### config.mk
export PLATFORM = sky130hd
export DESIGN_NAME = triac_phase_dimmer_core_flat
export DESIGN_NICKNAME = d
export VERILOG_FILES = /design/src/rtl/trpd_pkg.sv /design/src/rtl/trpd_in_if.sv /design/src/rtl/trpd_out_if.sv /design/src/rtl/triac_phase_dimmer_core.sv /design/src/rtl/trpd_delay_pipe.sv /design/src/rtl/trpd_exec.sv /design/src/flat_wrapper.sv
export VERILOG_INCLUDE_DIRS = /design/src /design/src/rtl
export SDC_FILE = /design/constraint.sdc
export NUM_CORES = 2
export LEC_CHECK = 0
export BUFFER_PORTS_ARGS = -buffer_cell sky130_fd_sc_hd__buf_2
export CAP_MARGIN = 20
export CELL_PAD_IN_SITES_DETAIL_PLACEMENT = 1
export CELL_PAD_IN_SITES_GLOBAL_PLACEMENT = 1
export CORE_UTILIZATION = 45
export DETAILED_ROUTE_END_ITERATION = 6
export PLACE_DENSITY = 0.8
export SETUP_SLACK_MARGIN = 0.05
export SYNTH_ARGS = -nofsm -noshare
export SYNTH_HDL_FRONTEND = slang
export SYNTH_SLANG_ARGS = --single-unit
export TNS_END_PERCENT = 20
### constraint.sdc
create_clock -name clk -period 10.6 [get_ports clk]
set_input_delay 1.59 -clock clk [delete_from_list [all_inputs] [get_ports clk]]
set_output_delay 1.59 -clock clk [all_outputs]
set_load 0.01 [all_outputs]
### src/rtl/triac_phase_dimmer_core_defines.svh
// ----------------------------------------------------------------------------
// triac phase dimmer assertion macros
// check wrappers for the dimmer core, empty when built for synthesis
// ----------------------------------------------------------------------------
`ifndef TRIAC_PHASE_DIMMER_CORE_DEFINES_SVH
`define TRIAC_PHASE_DIMMER_CORE_DEFINES_SVH

`ifndef SYNTHESIS

// same-cycle implication
`define TRPD_ASSERT_IMP(lbl, clk, rstn, ante, cons) \
  lbl: assert property (@(posedge clk) disable iff (!rstn) (ante) |-> (cons)) \
    else $error("trpd check failed");

// next-cycle implication
`define TRPD_ASSERT_NXT(lbl, clk, rstn, ante, cons) \
  lbl: assert property (@(posedge clk) disable iff (!rstn) (ante) |=> (cons)) \
    else $error("trpd check failed");

`else

`define TRPD_ASSERT_IMP(lbl, clk, rstn, ante, cons)
`define TRPD_ASSERT_NXT(lbl, clk, rstn, ante, cons)

`endif

`endif

### src/rtl/trpd_pkg.sv
// ----------------------------------------------------------------------------
// trpd_pkg
// shared types and constants of the triac phase dimmer
// ----------------------------------------------------------------------------
package trpd_pkg;

  // beat kinds
  localparam logic [1:0] KIND_TICK  = 2'd0;
  localparam logic [1:0] KIND_ZC    = 2'd1;
  localparam logic [1:0] KIND_CMD   = 2'd2;
  localparam logic [1:0] KIND_MS    = 2'd3;

  // command modes
  localparam logic [2:0] MODE_OFF      = 3'd0;
  localparam logic [2:0] MODE_ABS      = 3'd1;
  localparam logic [2:0] MODE_INC      = 3'd2;
  localparam logic [2:0] MODE_INC_DEF  = 3'd3;
  localparam logic [2:0] MODE_DEC      = 3'd4;
  localparam logic [2:0] MODE_DEC_DEF  = 3'd5;
  localparam logic [2:0] MODE_TOGGLE   = 3'd6;
  localparam logic [2:0] MODE_IGNORE   = 3'd7;

  // configuration register indexes
  localparam logic [2:0] CFG_TRIGGER_WIDTH = 3'd0;
  localparam logic [2:0] CFG_DELAY_MIN     = 3'd1;
  localparam logic [2:0] CFG_DELAY_MAX     = 3'd2;
  localparam logic [2:0] CFG_CLICK_WINDOW  = 3'd3;
  localparam logic [2:0] CFG_HOLD_TIME     = 3'd4;
  localparam logic [2:0] CFG_FADE_INTERVAL = 3'd5;
  localparam logic [2:0] CFG_DEFAULT_STEP  = 3'd6;

  // reset values
  localparam logic [15:0] TRIGGER_WIDTH_RST = 16'd2000;
  localparam logic [15:0] DELAY_MIN_RST     = 16'd720;
  localparam logic [15:0] DELAY_MAX_RST     = 16'd17920;
  localparam logic [15:0] CLICK_WINDOW_RST  = 16'd250;
  localparam logic [15:0] HOLD_TIME_RST     = 16'd500;
  localparam logic [15:0] FADE_INTERVAL_RST = 16'd10;
  localparam logic [7:0]  DEFAULT_STEP_RST  = 8'd10;
  localparam logic [15:0] COMPARE_RST       = 16'd20000;

  localparam int unsigned CLICK_DEADLINE_RST = 1000;
  localparam int unsigned LED_ON_MS          = 100;
  localparam int unsigned LED_GAP_MS         = 50;

  localparam logic [7:0] LEVEL_FULL = 8'hFF;
  localparam logic [7:0] LEVEL_OFF  = 8'h00;

  typedef struct packed {
    logic [1:0]         kind;
    logic [2:0]         command_mode;
    logic signed [15:0] command_value;
    logic               key_pressed;
  } item_t;

  typedef struct packed {
    logic       gate;
    logic       led;
    logic [7:0] level;
    logic       report;
  } result_t;

  typedef struct packed {
    logic [15:0] trigger_width;
    logic [15:0] delay_min;
    logic [15:0] delay_max;
    logic [15:0] click_window_ms;
    logic [15:0] hold_time_ms;
    logic [15:0] fade_interval_ms;
    logic [7:0]  default_step;
  } cfg_t;

  typedef struct packed {
    logic       req;
    logic [7:0] val;
  } set_req_t;

endpackage

### src/rtl/trpd_in_if.sv
// ----------------------------------------------------------------------------
// trpd_in_if
// input channel: valid/ready with one dimmer event per beat
// ----------------------------------------------------------------------------
interface trpd_in_if;
  logic               valid;
  logic               ready;
  logic [1:0]         kind;
  logic [2:0]         command_mode;
  logic signed [15:0] command_value;
  logic               key_pressed;

  modport source (
    output valid, kind, command_mode, command_value, key_pressed,
    input  ready
  );

  modport sink (
    input  valid, kind, command_mode, command_value, key_pressed,
    output ready
  );
endinterface

### src/rtl/trpd_out_if.sv
// ----------------------------------------------------------------------------
// trpd_out_if
// result channel: valid/ready with gate, led and level per beat
// ----------------------------------------------------------------------------
interface trpd_out_if;
  logic       valid;
  logic       ready;
  logic       gate;
  logic       led;
  logic [7:0] level;
  logic       report;

  modport source (
    output valid, gate, led, level, report,
    input  ready
  );

  modport sink (
    input  valid, gate, led, level, report,
    output ready
  );
endinterface

### src/rtl/triac_phase_dimmer_core.sv
// ----------------------------------------------------------------------------
// triac_phase_dimmer_core
// phase-angle triac dimmer with command, key and led handling
// ----------------------------------------------------------------------------
// The core takes one event per beat on in_ch (timer tick, zero crossing,
// brightness command, or millisecond tick with the key level) and returns
// exactly one result beat on out_ch carrying the gate level, the led level,
// the brightness and a flag that the brightness was set. An event sits in
// an input register, is worked in one pass against the dimmer state and
// lands in the output register; a new beat is taken every cycle unless the
// result channel stalls or a crossing waits. The phase delay for a new
// brightness comes out of a three-stage multiply and divide-by-255
// pipeline; a zero-crossing beat that reaches the core while a setting is
// still in that pipeline waits in the input register until the pipeline
// has written the new delay. Configuration registers are written through
// cfg_we / cfg_index / cfg_data; the user must write them only while the core
// is idle, and the core itself does not enforce this.
// ----------------------------------------------------------------------------
`include "triac_phase_dimmer_core_defines.svh"

module triac_phase_dimmer_core #(
  parameter int TIME_BITS = 32
) (
  input  logic          clk,
  input  logic          rst_n,
  trpd_in_if.sink       in_ch,
  trpd_out_if.source    out_ch,
  input  logic          cfg_we,
  input  logic [2:0]    cfg_index,
  input  logic [15:0]   cfg_data
);

  // configuration registers
  trpd_pkg::cfg_t cfg_r;

  // input register
  logic            in_v_r;
  trpd_pkg::item_t in_item_r;

  // output register
  logic              out_v_r;
  trpd_pkg::result_t out_res_r;

  trpd_pkg::result_t  exec_res;
  trpd_pkg::set_req_t set_req;
  logic               pd_busy;
  logic [15:0]        phase_delay;
  logic               hazard;
  logic               fire;
  logic               in_take;

  // zero crossing must see the delay of the latest setting
  assign hazard  = (in_item_r.kind == trpd_pkg::KIND_ZC) & pd_busy;
  assign fire    = in_v_r & ~hazard & (~out_v_r | out_ch.ready);
  assign in_take = in_ch.valid & in_ch.ready;

  assign in_ch.ready = ~in_v_r | fire;

  // configuration write, unknown indexes dropped
  always_ff @(posedge clk) begin
    if (!rst_n) begin
      cfg_r.trigger_width    <= trpd_pkg::TRIGGER_WIDTH_RST;
      cfg_r.delay_min        <= trpd_pkg::DELAY_MIN_RST;
      cfg_r.delay_max        <= trpd_pkg::DELAY_MAX_RST;
      cfg_r.click_window_ms  <= trpd_pkg::CLICK_WINDOW_RST;
      cfg_r.hold_time_ms     <= trpd_pkg::HOLD_TIME_RST;
      cfg_r.fade_interval_ms <= trpd_pkg::FADE_INTERVAL_RST;
      cfg_r.default_step     <= trpd_pkg::DEFAULT_STEP_RST;
    end else if (cfg_we) begin
      unique case (cfg_index)
        trpd_pkg::CFG_TRIGGER_WIDTH: cfg_r.trigger_width    <= cfg_data;
        trpd_pkg::CFG_DELAY_MIN:     cfg_r.delay_min        <= cfg_data;
        trpd_pkg::CFG_DELAY_MAX:     cfg_r.delay_max        <= cfg_data;
        trpd_pkg::CFG_CLICK_WINDOW:  cfg_r.click_window_ms  <= cfg_data;
        trpd_pkg::CFG_HOLD_TIME:     cfg_r.hold_time_ms     <= cfg_data;
        trpd_pkg::CFG_FADE_INTERVAL: cfg_r.fade_interval_ms <= cfg_data;
        trpd_pkg::CFG_DEFAULT_STEP:  cfg_r.default_step     <= cfg_data[7:0];
        default: ;
      endcase
    end
  end

  // input beat register, refilled in the cycle it drains
  always_ff @(posedge clk) begin
    if (!rst_n) begin
      in_v_r <= 1'b0;
    end else if (in_ch.ready) begin
      in_v_r <= in_ch.valid;
    end
  end

  always_ff @(posedge clk) begin
    if (in_take) begin
      in_item_r.kind          <= in_ch.kind;
      in_item_r.command_mode  <= in_ch.command_mode;
      in_item_r.command_value <= in_ch.command_value;
      in_item_r.key_pressed   <= in_ch.key_pressed;
    end
  end

  // single-pass state update
  trpd_exec #(
    .TIME_BITS (TIME_BITS)
  ) u_exec (
    .clk         (clk),
    .rst_n       (rst_n),
    .fire        (fire),
    .item        (in_item_r),
    .cfg         (cfg_r),
    .phase_delay (phase_delay),
    .result      (exec_res),
    .set_out     (set_req)
  );

  // brightness to phase delay
  trpd_delay_pipe u_delay (
    .clk         (clk),
    .rst_n       (rst_n),
    .set_in      (set_req),
    .delay_min   (cfg_r.delay_min),
    .delay_max   (cfg_r.delay_max),
    .busy        (pd_busy),
    .phase_delay (phase_delay)
  );

  // result register: holds until the sink takes the beat
  always_ff @(posedge clk) begin
    if (!rst_n) begin
      out_v_r <= 1'b0;
    end else if (fire) begin
      out_v_r <= 1'b1;
    end else if (out_ch.ready) begin
      out_v_r <= 1'b0;
    end
  end

  always_ff @(posedge clk) begin
    if (fire) begin
      out_res_r <= exec_res;
    end
  end

  assign out_ch.valid  = out_v_r;
  assign out_ch.gate   = out_res_r.gate;
  assign out_ch.led    = out_res_r.led;
  assign out_ch.level  = out_res_r.level;
  assign out_ch.report = out_res_r.report;

  // checks

  // a zero crossing never runs on a stale phase delay
  `TRPD_ASSERT_IMP(a_zc_no_stale_delay, clk, rst_n,
    fire && (in_item_r.kind == trpd_pkg::KIND_ZC), !pd_busy)

  // every brightness setting starts the delay pipeline
  `TRPD_ASSERT_NXT(a_set_starts_pipe, clk, rst_n, set_req.req, pd_busy)

  // the gate can only rise on a timer tick beat
  `TRPD_ASSERT_IMP(a_gate_rise_on_tick, clk, rst_n,
    $rose(out_res_r.gate),
    $past(fire) && ($past(in_item_r.kind) == trpd_pkg::KIND_TICK))

endmodule

### src/rtl/trpd_delay_pipe.sv
// ----------------------------------------------------------------------------
// trpd_delay_pipe
// brightness to phase delay: multiply, divide by 255, offset; three stages
// ----------------------------------------------------------------------------
module trpd_delay_pipe (
  input  logic                    clk,
  input  logic                    rst_n,
  input  trpd_pkg::set_req_t      set_in,
  input  logic [15:0]             delay_min,
  input  logic [15:0]             delay_max,
  output logic                    busy,
  output logic [15:0]             phase_delay
);

  logic              v1_r, v2_r, v3_r;
  logic [7:0]        val_r;
  logic [15:0]       dmin_r, dmax_r;
  logic [15:0]       dmax2_r, dmax3_r;
  logic              neg2_r, neg3_r;
  logic [23:0]       mag2_r, mag3_r;
  logic [16:0]       q0_r;
  logic [15:0]       phase_delay_r;

  logic signed [16:0] span;
  logic signed [25:0] prod;
  logic [25:0]        prod_abs;
  logic [24:0]        est_sum;
  logic [24:0]        q0_x255;
  logic [24:0]        rem;
  logic [15:0]        q_fix;
  logic [15:0]        pd_nxt;

  // stage 1: signed product val * (delay_min - delay_max)
  always_comb begin
    span     = $signed({1'b0, dmin_r}) - $signed({1'b0, dmax_r});
    prod     = $signed({1'b0, val_r}) * span;
    prod_abs = prod[25] ? 26'(-prod) : 26'(prod);
  end

  // stage 2: quotient estimate, low by at most one
  always_comb begin
    est_sum = 25'(mag2_r) + 25'(mag2_r >> 8) + 25'(mag2_r >> 16);
  end

  // stage 3: one correction step and offset from delay_max
  always_comb begin
    q0_x255 = {q0_r, 8'd0} - 25'(q0_r);
    rem     = 25'(mag3_r) - q0_x255;
    q_fix   = (rem >= 25'd255) ? 16'(q0_r + 17'd1) : q0_r[15:0];
    pd_nxt  = neg3_r ? (dmax3_r - q_fix) : (dmax3_r + q_fix);
  end

  always_ff @(posedge clk) begin
    if (!rst_n) begin
      v1_r          <= 1'b0;
      v2_r          <= 1'b0;
      v3_r          <= 1'b0;
      phase_delay_r <= trpd_pkg::DELAY_MAX_RST;
    end else begin
      v1_r <= set_in.req;
      v2_r <= v1_r;
      v3_r <= v2_r;
      if (v3_r) begin
        phase_delay_r <= pd_nxt;
      end
    end
  end

  // delay range taken together with the level and carried down the stages
  always_ff @(posedge clk) begin
    if (set_in.req) begin
      val_r  <= set_in.val;
      dmin_r <= delay_min;
      dmax_r <= delay_max;
    end
    neg2_r  <= prod[25];
    mag2_r  <= prod_abs[23:0];
    dmax2_r <= dmax_r;
    neg3_r  <= neg2_r;
    mag3_r  <= mag2_r;
    dmax3_r <= dmax2_r;
    q0_r    <= est_sum[24:8];
  end

  assign busy        = v1_r | v2_r | v3_r;
  assign phase_delay = phase_delay_r;

endmodule

### src/rtl/trpd_exec.sv
// ----------------------------------------------------------------------------
// trpd_exec
// dimmer state and the single-pass update for one event
// ----------------------------------------------------------------------------
module trpd_exec #(
  parameter int TIME_BITS = 32
) (
  input  logic                  clk,
  input  logic                  rst_n,
  input  logic                  fire,
  input  trpd_pkg::item_t       item,
  input  trpd_pkg::cfg_t        cfg,
  input  logic [15:0]           phase_delay,
  output trpd_pkg::result_t     result,
  output trpd_pkg::set_req_t    set_out
);

  localparam int TW = TIME_BITS;

  logic [15:0]   tick_r, tick_nxt;
  logic [15:0]   cmp_r, cmp_nxt;
  logic          pend_r, pend_nxt;
  logic          gate_r, gate_nxt;
  logic          en_r, en_nxt;
  logic [7:0]    bright_r, bright_nxt;
  logic          fade_up_r, fade_up_nxt;
  logic [TW-1:0] now_r, now_nxt;
  logic          key_r, key_nxt;
  logic [TW-1:0] chg_r, chg_nxt;
  logic [TW-1:0] dl_r, dl_nxt;
  logic [TW-1:0] nf_r, nf_nxt;
  logic          led_r, led_nxt;
  logic [TW-1:0] loff_r, loff_nxt;
  logic [TW-1:0] lnext_r, lnext_nxt;

  logic [15:0]   tick_inc;
  logic [TW-1:0] now_inc;
  logic [7:0]    cval8;
  logic          set_req;
  logic [7:0]    set_val;

  always_comb begin
    tick_nxt    = tick_r;
    cmp_nxt     = cmp_r;
    pend_nxt    = pend_r;
    gate_nxt    = gate_r;
    en_nxt      = en_r;
    bright_nxt  = bright_r;
    fade_up_nxt = fade_up_r;
    now_nxt     = now_r;
    key_nxt     = key_r;
    chg_nxt     = chg_r;
    dl_nxt      = dl_r;
    nf_nxt      = nf_r;
    led_nxt     = led_r;
    loff_nxt    = loff_r;
    lnext_nxt   = lnext_r;
    set_req     = 1'b0;
    set_val     = trpd_pkg::LEVEL_OFF;
    tick_inc    = tick_r + 16'd1;
    now_inc     = now_r + TW'(1);
    cval8       = item.command_value[7:0];

    unique case (item.kind)
      trpd_pkg::KIND_TICK: begin
        tick_nxt = tick_inc;
        if (tick_inc == cmp_r) begin
          if (pend_r) begin
            cmp_nxt  = cmp_r + cfg.trigger_width;
            gate_nxt = 1'b1;
            pend_nxt = 1'b0;
          end else begin
            gate_nxt = 1'b0;
          end
        end
      end
      trpd_pkg::KIND_ZC: begin
        if (en_r) begin
          cmp_nxt  = tick_r + phase_delay;
          pend_nxt = 1'b1;
          gate_nxt = 1'b0;
        end
      end
      trpd_pkg::KIND_CMD: begin
        set_req = 1'b1;
        unique case (item.command_mode)
          trpd_pkg::MODE_OFF:     set_val = trpd_pkg::LEVEL_OFF;
          trpd_pkg::MODE_ABS:     set_val = cval8;
          trpd_pkg::MODE_INC:     set_val = bright_r + cval8;
          trpd_pkg::MODE_INC_DEF: set_val = bright_r + cfg.default_step;
          trpd_pkg::MODE_DEC:     set_val = bright_r - cval8;
          trpd_pkg::MODE_DEC_DEF: set_val = bright_r - cfg.default_step;
          trpd_pkg::MODE_TOGGLE: begin
            set_val = (bright_r != trpd_pkg::LEVEL_FULL) ? trpd_pkg::LEVEL_FULL
                                                         : trpd_pkg::LEVEL_OFF;
          end
          default: set_req = 1'b0;
        endcase
      end
      default: begin
        now_nxt = now_inc;
        if (now_inc > loff_r) begin
          led_nxt = 1'b0;
        end
        priority if (item.key_pressed && !key_r) begin
          key_nxt = 1'b1;
          chg_nxt = now_inc;
          dl_nxt  = now_inc + TW'(cfg.click_window_ms);
        end else if (!item.key_pressed && key_r) begin
          key_nxt = 1'b0;
          chg_nxt = now_inc;
          if (now_inc < dl_r) begin
            set_req = 1'b1;
            set_val = fade_up_r ? trpd_pkg::LEVEL_FULL : trpd_pkg::LEVEL_OFF;
          end
        end else if (item.key_pressed &&
                     ((now_inc - chg_r) > TW'(cfg.hold_time_ms))) begin
          if (now_inc > nf_r) begin
            set_req = 1'b1;
            set_val = fade_up_r ? (bright_r + 8'd1) : (bright_r - 8'd1);
            nf_nxt  = now_inc + TW'(cfg.fade_interval_ms);
          end
        end else begin
          key_nxt = key_r;
        end
      end
    endcase

    // brightness setting: led blink, enable and fade direction
    if (set_req) begin
      if (now_nxt > lnext_r) begin
        led_nxt   = 1'b1;
        loff_nxt  = now_nxt + TW'(trpd_pkg::LED_ON_MS);
        lnext_nxt = now_nxt + TW'(trpd_pkg::LED_ON_MS + trpd_pkg::LED_GAP_MS);
      end
      bright_nxt = set_val;
      en_nxt     = (set_val != trpd_pkg::LEVEL_OFF);
      if (set_val == trpd_pkg::LEVEL_FULL) begin
        fade_up_nxt = 1'b0;
      end else if (set_val == trpd_pkg::LEVEL_OFF) begin
        fade_up_nxt = 1'b1;
      end
    end
  end

  always_ff @(posedge clk) begin
    if (!rst_n) begin
      tick_r    <= 16'd0;
      cmp_r     <= trpd_pkg::COMPARE_RST;
      pend_r    <= 1'b0;
      gate_r    <= 1'b0;
      en_r      <= 1'b0;
      bright_r  <= trpd_pkg::LEVEL_OFF;
      fade_up_r <= 1'b0;
      now_r     <= '0;
      key_r     <= 1'b0;
      chg_r     <= '0;
      dl_r      <= TW'(trpd_pkg::CLICK_DEADLINE_RST);
      nf_r      <= '0;
      led_r     <= 1'b0;
      loff_r    <= '0;
      lnext_r   <= '0;
    end else if (fire) begin
      tick_r    <= tick_nxt;
      cmp_r     <= cmp_nxt;
      pend_r    <= pend_nxt;
      gate_r    <= gate_nxt;
      en_r      <= en_nxt;
      bright_r  <= bright_nxt;
      fade_up_r <= fade_up_nxt;
      now_r     <= now_nxt;
      key_r     <= key_nxt;
      chg_r     <= chg_nxt;
      dl_r      <= dl_nxt;
      nf_r      <= nf_nxt;
      led_r     <= led_nxt;
      loff_r    <= loff_nxt;
      lnext_r   <= lnext_nxt;
    end
  end

  assign result.gate   = gate_nxt;
  assign result.led    = led_nxt;
  assign result.level  = bright_nxt;
  assign result.report = set_req;

  assign set_out.req = fire & set_req;
  assign set_out.val = set_val;

endmodule

### src/flat_wrapper.sv
// flat-port wrapper written by rule: the top's interface ports become plain ports
module triac_phase_dimmer_core_flat 
#(
  parameter int TIME_BITS = 32
)
  (clk, rst_n, cfg_we, cfg_index, cfg_data, in_ch_valid, in_ch_kind, in_ch_command_mode, in_ch_command_value, in_ch_key_pressed, in_ch_ready, out_ch_valid, out_ch_gate, out_ch_led, out_ch_level, out_ch_report, out_ch_ready);
  trpd_in_if in_ch_i ();
  trpd_out_if out_ch_i ();
  input  logic clk;
  input  logic rst_n;
  input  logic cfg_we;
  input  logic [2:0] cfg_index;
  input  logic [15:0] cfg_data;
  input wire logic [$bits(in_ch_i.valid)-1:0] in_ch_valid;
  input wire logic [$bits(in_ch_i.kind)-1:0] in_ch_kind;
  input wire logic [$bits(in_ch_i.command_mode)-1:0] in_ch_command_mode;
  input wire logic [$bits(in_ch_i.command_value)-1:0] in_ch_command_value;
  input wire logic [$bits(in_ch_i.key_pressed)-1:0] in_ch_key_pressed;
  output wire logic [$bits(in_ch_i.ready)-1:0] in_ch_ready;
  output wire logic [$bits(out_ch_i.valid)-1:0] out_ch_valid;
  output wire logic [$bits(out_ch_i.gate)-1:0] out_ch_gate;
  output wire logic [$bits(out_ch_i.led)-1:0] out_ch_led;
  output wire logic [$bits(out_ch_i.level)-1:0] out_ch_level;
  output wire logic [$bits(out_ch_i.report)-1:0] out_ch_report;
  input wire logic [$bits(out_ch_i.ready)-1:0] out_ch_ready;
  assign in_ch_i.valid = in_ch_valid;
  assign in_ch_i.kind = in_ch_kind;
  assign in_ch_i.command_mode = in_ch_command_mode;
  assign in_ch_i.command_value = in_ch_command_value;
  assign in_ch_i.key_pressed = in_ch_key_pressed;
  assign in_ch_ready = in_ch_i.ready;
  assign out_ch_valid = out_ch_i.valid;
  assign out_ch_gate = out_ch_i.gate;
  assign out_ch_led = out_ch_i.led;
  assign out_ch_level = out_ch_i.level;
  assign out_ch_report = out_ch_i.report;
  assign out_ch_i.ready = out_ch_ready;
  triac_phase_dimmer_core #(.TIME_BITS(TIME_BITS)) u_core (.clk(clk), .rst_n(rst_n), .in_ch(in_ch_i), .out_ch(out_ch_i), .cfg_we(cfg_we), .cfg_index(cfg_index), .cfg_data(cfg_data));
endmodule
Yosys cells after proc, flatten, opt, wreduce, memory -nomap -nowiden --
Index checks and enable logic that the tools add are counted.
Operators by class: bitwise logic cells 15, multiplexer cells 45, equal/unequal tests 20, $mul 1, reduce and logical (&&, ||, !) cells 33, $lt $le $gt $ge 6, add/sub/neg operators 24
Operators by type and width (count):
- 32-bit greater-than comparator | 3
- 32-bit two-way mux | 3
- 16-bit two-way mux | 5
- 8-bit two-way mux | 9
- 32-bit by 16-bit adder with 32-bit output | 2
- 16-bit adder | 3
- 8-bit one-hot mux with 6 select lines | 1
- 16-bit by 1-bit adder with 16-bit output, second input constant | 2
- 32-bit by 1-bit adder with 32-bit output, second input constant | 1
- 32-bit by 7-bit adder with 32-bit output, second input constant | 1
- 32-bit by 8-bit adder with 32-bit output, second input constant | 1
- 32-bit by 16-bit greater-than comparator with 1-bit output | 1
- 32-bit < comparator | 1
- 16-bit one-hot mux with 2 select lines | 1
- 32-bit subtractor | 1
- 9-bit by 17-bit multiplier with 26-bit output | 1
- 24-bit by 16-bit adder with 25-bit output | 1
- 25-bit by 8-bit adder with 25-bit output | 1
- 25-bit by 8-bit greater-or-equal comparator with 1-bit output, second input constant | 1
- 24-bit by 25-bit subtractor with 25-bit output | 1
- 25-bit by 17-bit subtractor with 25-bit output | 1
- 24-bit two-way mux | 1
- 24-bit negation | 1
- 1-bit two-way mux | 21
- 35 further kinds | 80
Word-level totals: logic and storage cells 190, flip-flop bits (word level) 527

Logic depth before layout (Yosys ltp) --
word-level depth 11, gate-level depth with buffers 36, depth with buffers taken out 36

By module --
A second synthesis with hierarchy kept.
Unflattened totals: cell total of the unflattened synthesis 4897, area total of the unflattened synthesis 41462.3 µm²
Modules (own cells, without submodules):
- trpd_exec | seq. area each 4744.6 µm², cells an instance 2818, instances 1, area each 21769.6 µm²
- trpd_delay_pipe | seq. area each 3563.4 µm², cells an instance 1654, instances 1, area each 14639.0 µm²
- triac_phase_dimmer_core | seq. area each 3113.0 µm², cells an instance 425, instances 1, area each 5053.6 µm²

Worst setup path before layout --
No wires, ideal clock.
path type register to register, start point reg u_core.u_delay.dmax_r[0], end point reg u_core.u_delay.mag2_r[9], setup time 0.128 ns, data arrival time 7.878 ns, buffers on the path 1, stages on the path, launching flop included 35, required time 10.472 ns, slack 2.595 ns, cell sequence edfxtp_1 ha_1 fa_1 nor2b_1 o21ai_0 a21boi_0 o21ai_0 a21boi_0 o21ai_0 a21boi_0 o21ai_0 a21boi_0 o21ai_0 nand2_1 xor2_1 nand2_1 fa_1 inv_1 fa_1 fa_1 inv_1 fa_1 inv_1 ha_1 or3_1 o21ai_0 a211oi_1 o31a_1 o41ai_1 o2111ai_1 a21oi_1 xnor2_1 clkbuf_1 nor2_1 xor2_1
On the way: word-level cells in the longest chain between the ends 4
RTL lines:
- from (decl) | line trpd_delay_pipe.sv:17 | logic [15:0] dmin_r, dmax_r;
- from (signal assigned) | line trpd_delay_pipe.sv:74 | dmax_r <= delay_max;
- 16-bit by 16-bit subtractor with 17-bit output (*) | line trpd_delay_pipe.sv:35 | span = $signed({1'b0, dmin_r}) - $signed({1'b0, dmax_r});
- 9-bit by 17-bit multiplier with 26-bit output (*) | line trpd_delay_pipe.sv:36 | prod = $signed({1'b0, val_r}) * span;
- 24-bit negation | line trpd_delay_pipe.sv:37 | prod_abs = prod[25] ? 26'(-prod) : 26'(prod);
- 24-bit two-way mux (*) | line trpd_delay_pipe.sv:37
- named net u_core.u_delay.prod_abs[9] | line trpd_delay_pipe.sv:26 | logic [25:0] prod_abs;
- to (signal assigned) | line trpd_delay_pipe.sv:77 | mag2_r <= prod_abs[23:0];
- to (decl) | line trpd_delay_pipe.sv:20 | logic [23:0] mag2_r, mag3_r;
The timed path passes the listed nets; every way through them passes the cells marked *. A chain may end at the register's enable or synchronous reset.

Final worst setup path --
start point reg u_core.u_delay.dmax_r[0], end point reg u_core.u_delay.mag2_r[21]
On the way: elaborated cells on any way between the ends 4
RTL lines:
- 16-bit by 16-bit subtractor with 17-bit output | line trpd_delay_pipe.sv:35
- 9-bit by 17-bit multiplier with 26-bit output | line trpd_delay_pipe.sv:36
- named net u_core.u_delay.prod[25] | line trpd_delay_pipe.sv:25 | logic signed [25:0] prod;
- 24-bit two-way mux | line trpd_delay_pipe.sv:37
- named net u_core.u_delay.prod_abs[21] | line trpd_delay_pipe.sv:26
The timed path passes the listed nets, and every way through them passes these cells.

==> flow_metrics.env <==
export IMPL_rsz0062_at_grt="no"
export IMPL_yosysTopAreaCellShare_pct=22.92
export IMPL_async_flop_share_pct=0
export IMPL_port_buffers=50
export IMPL_core_um2=88510
export IMPL_die_width_um=301.1
export IMPL_grt_pass1_wl_mm=197.0
export IMPL_min_path_cells=0
export IMPL_rows=109
export IMPL_clock_sinks=526
export IMPL_io_pins=59
export IMPL_place_hpwl_mm=93.66
export IMPL_root_buffer="clkbuf_16"
export IMPL_hold_ws_ns=0.3278
export IMPL_crit_path_end_kind="flop"
export IMPL_criticalPathCategory="flop to flop"
export IMPL_instances_no_fill=6111
export IMPL_synthAdderAreaFrac_pct=19.20
export IMPL_synth_cell_types=91
export IMPL_synthXorXnorAreaFrac_pct=8.356
export IMPL_muxShareOfSynthArea_pct=2.893
export IMPL_p_leak_nw=18.58
export IMPL_max_freq_ghz=0.1028
export IMPL_clock_latency_ns=0.68
export IMPL_slew_viol_final=0
export IMPL_reg2reg_slack_ns=0.88
export IMPL_die_area_um2=90670
export IMPL_grt_remaining_overflow=0
export IMPL_ant_nets=0
export IMPL_worstPathMaxFanout=16
export IMPL_synth_nets=5487
export IMPL_clk_pin_slew_worst_paths_ns=0.06
export IMPL_drtPass1Iterations=5
export IMPL_vias=34750
export IMPL_synth_seq_cells=526
export IMPL_grt_max_degree=111
export IMPL_power_total_mw=10.17
export IMPL_cp_start_kind="flop"
export IMPL_finClkSkew_ns=0.03389
export IMPL_grt_pass1_vias=36920
export IMPL_post_cts_buffers=0
export IMPL_wl_mm=123.3
export IMPL_synth_cells=4903
export IMPL_timing_slew_headroom_pct=29.82
export IMPL_globalplace_congestion=0.8828
export IMPL_cts_buffer_depth=3
export IMPL_multiInputGateArea_um2=26180
export IMPL_r2r_start="u_core.u_delay.dmax_r[0]"
export IMPL_synth_seq_area_share_pct=27.77
export IMPL_cp_data_arrival_time_ns=10.30
export IMPL_finalSetupTns_ns=0
export IMPL_drtIter0Drc=1738
export IMPL_crit_required_ns=11.18
export IMPL_cp_common_cell="o21ai_0"
export IMPL_drive_above_1_share_pct=5.341
export IMPL_area_growth_pct=8.496
export IMPL_hold_viol=0
export IMPL_tritoncts="yes"
export IMPL_min_period_over_period_pct=91.73
export IMPL_r2r_cells=36
export IMPL_ys_flop_type="dfxtp_1"
export IMPL_yosysMostFrequentCell="inv_1"
export IMPL_synth_area_leaders="dfxtp_1 (23%), ha_1 (13%), fa_1 (6.6%)"
export IMPL_slowest_stage="xor2_1"
export IMPL_placedInstanceArea_um2=41610
export IMPL_power_density_nw_per_um2=232.8
export IMPL_stdcell_area_um2=43680
export IMPL_r2r_end="u_core.u_delay.mag2_r[21]"
export IMPL_antenna_found_initial=7
export IMPL_synth_area_leader_cell="dfxtp_1"
export IMPL_fin_util_pct=49.35
export IMPL_via_per_inst=5.686
export IMPL_hold_path_class="flop to flop"
export IMPL_setup_violations=0
export IMPL_holdPathEnd="u_core.u_delay.dmax3_r[9]"
export IMPL_wire_per_inst_um=20.18
export IMPL_tightest_slew_ns=1.053
export IMPL_dp_cells=5992
export IMPL_fin_crit_ns=9.724
export IMPL_cts_resized=0
export IMPL_synth_edff_count=65
export IMPL_critPathMaxStageDelay_ns=0.60
export IMPL_cts_hold_buf=0
export IMPL_fin_ws_ns=0.8764
export IMPL_yosys_area_share_simple_pct=19.23
export IMPL_yosysWarningCount=0
export IMPL_final_seq_area_um2=11180
export IMPL_start_util_pct=45.49
export IMPL_fillers=10620
export IMPL_synth_top_family_by_area="simple AND/OR/NAND/NOR gates"
export IMPL_drc_errors=0
export IMPL_cts_buffers_inserted=61
export IMPL_die_h_um=301.1
export IMPL_min_from="u_core.u_delay.dmax2_r[9]"
export IMPL_maxCapViolations=0
export IMPL_yosys_top_cells_count="inv_1 (570), nand2_1 (554), dfxtp_1 (461), nor2_1 (422), ha_1 (405)"
export IMPL_synth_compound_area_share_pct=15.29
export IMPL_outcome="completed"
export IMPL_htree_levels=2
export IMPL_grt_usage_pct=27.08
export IMPL_nNetsFinal=5475
export IMPL_syn_area_per_cell_um2=8.212
export IMPL_place_ws_ns=1.043
export IMPL_irDropWorstVdd_v=0.0001693
export IMPL_syn_area_um2=40260
cell families (layout without fill, tap and decap cells):
group,count (synthesis),after routing
compound gates,948,948
flops,526,526
other cells,0,3
buf+inv,750,790
simple gates,1643,1643
xor+xnor,382,382
fa+ha+maj,538,538
mux,116,116
power by group:
group          internal, mW  switching, mW
registers              2.24          0.217
clock network          1.21          0.933
logic                  2.27           3.29
how the worst max path moves through the flow:
stage	end	slack (ns)	from	depth (start not counted)
after floorplan	u_core.u_delay.mag2_r[9]	2.59	u_core.u_delay.dmax_r[0]	34
after global placement	u_core.u_delay.mag2_r[23]	1.51	u_core.u_delay.dmax_r[0]	36
after detailed placement	u_core.u_delay.mag2_r[22]	1.04	u_core.u_delay.dmax_r[0]	36
after CTS	u_core.u_delay.mag2_r[21]	0.72	u_core.u_delay.dmax_r[0]	36
after global routing	u_core.u_delay.mag2_r[20]	0.24	u_core.u_delay.dmax_r[0]	36
final	u_core.u_delay.mag2_r[21]	0.88	u_core.u_delay.dmax_r[0]	36
sequential cells by signal, indices dropped and copies added (netlist names), 24 cells and up:
register,cells
u_core.cfg_r,104
u_core.u_delay.mag2_r,24
u_core.u_delay.mag3_r,24
u_core.u_exec.lnext_r,31
u_core.u_exec.chg_r,32
u_core.u_exec.now_r,32
u_core.u_exec.nf_r,32
u_core.u_exec.dl_r,32
u_core.u_exec.loff_r,32
placed cells by master (no fill, tap or decap), types with 34 or more instances in the layout:
master     count
buf_4         50
and2_1        70
dfxtp_1      461
a21oi_1      317
nand2b_1      46
xor2_1       114
ha_1         405
or3_1         43
nand3_1      134
fa_1         133
edfxtp_1      65
a21o_1        72
inv_1        569
o21ai_0      160
mux2i_1      113
nor2_1       422
nand4_1       69
xnor2_1      267
a211oi_1      64
nor3_1        95
clkbuf_16     61
nor2b_1       61
o21bai_1      34
buf_2         51
o21a_1        38
nand2_1      554
worst max-delay path: cells and delay by family, from the launching register on:
family	cells	cell delay, ns
AND/OR/NAND/NOR	4	0.54
adder cells (fa/ha/maj)	7	3.01
XOR/XNOR	3	0.89
buffers and inverters	5	0.68
flip-flops	1	0.41
AO/OA/AOI/OAI	17	4.07
metal layers:
metal	part of all wire (%)	GRT usage (%)	up-vias
met3	3.4	2.745	286
met1	42	31.72	17160
met4	4.6	11.87	0
li1	-	-	16680
met5	0	0	-
met2	50	49.64	632
cell type report:
type	count	share of cell area, %
clock inverters	39	0.8306
well taps	1165	3.337
diodes	3	0.01719
clock buffers	76	3.807
multi-input cells	3627	59.93
inverters	572	4.932
repair buffers	103	1.552
flip-flops and latches	526	25.60
Note: power is estimated with default switching activity, not from simulation.
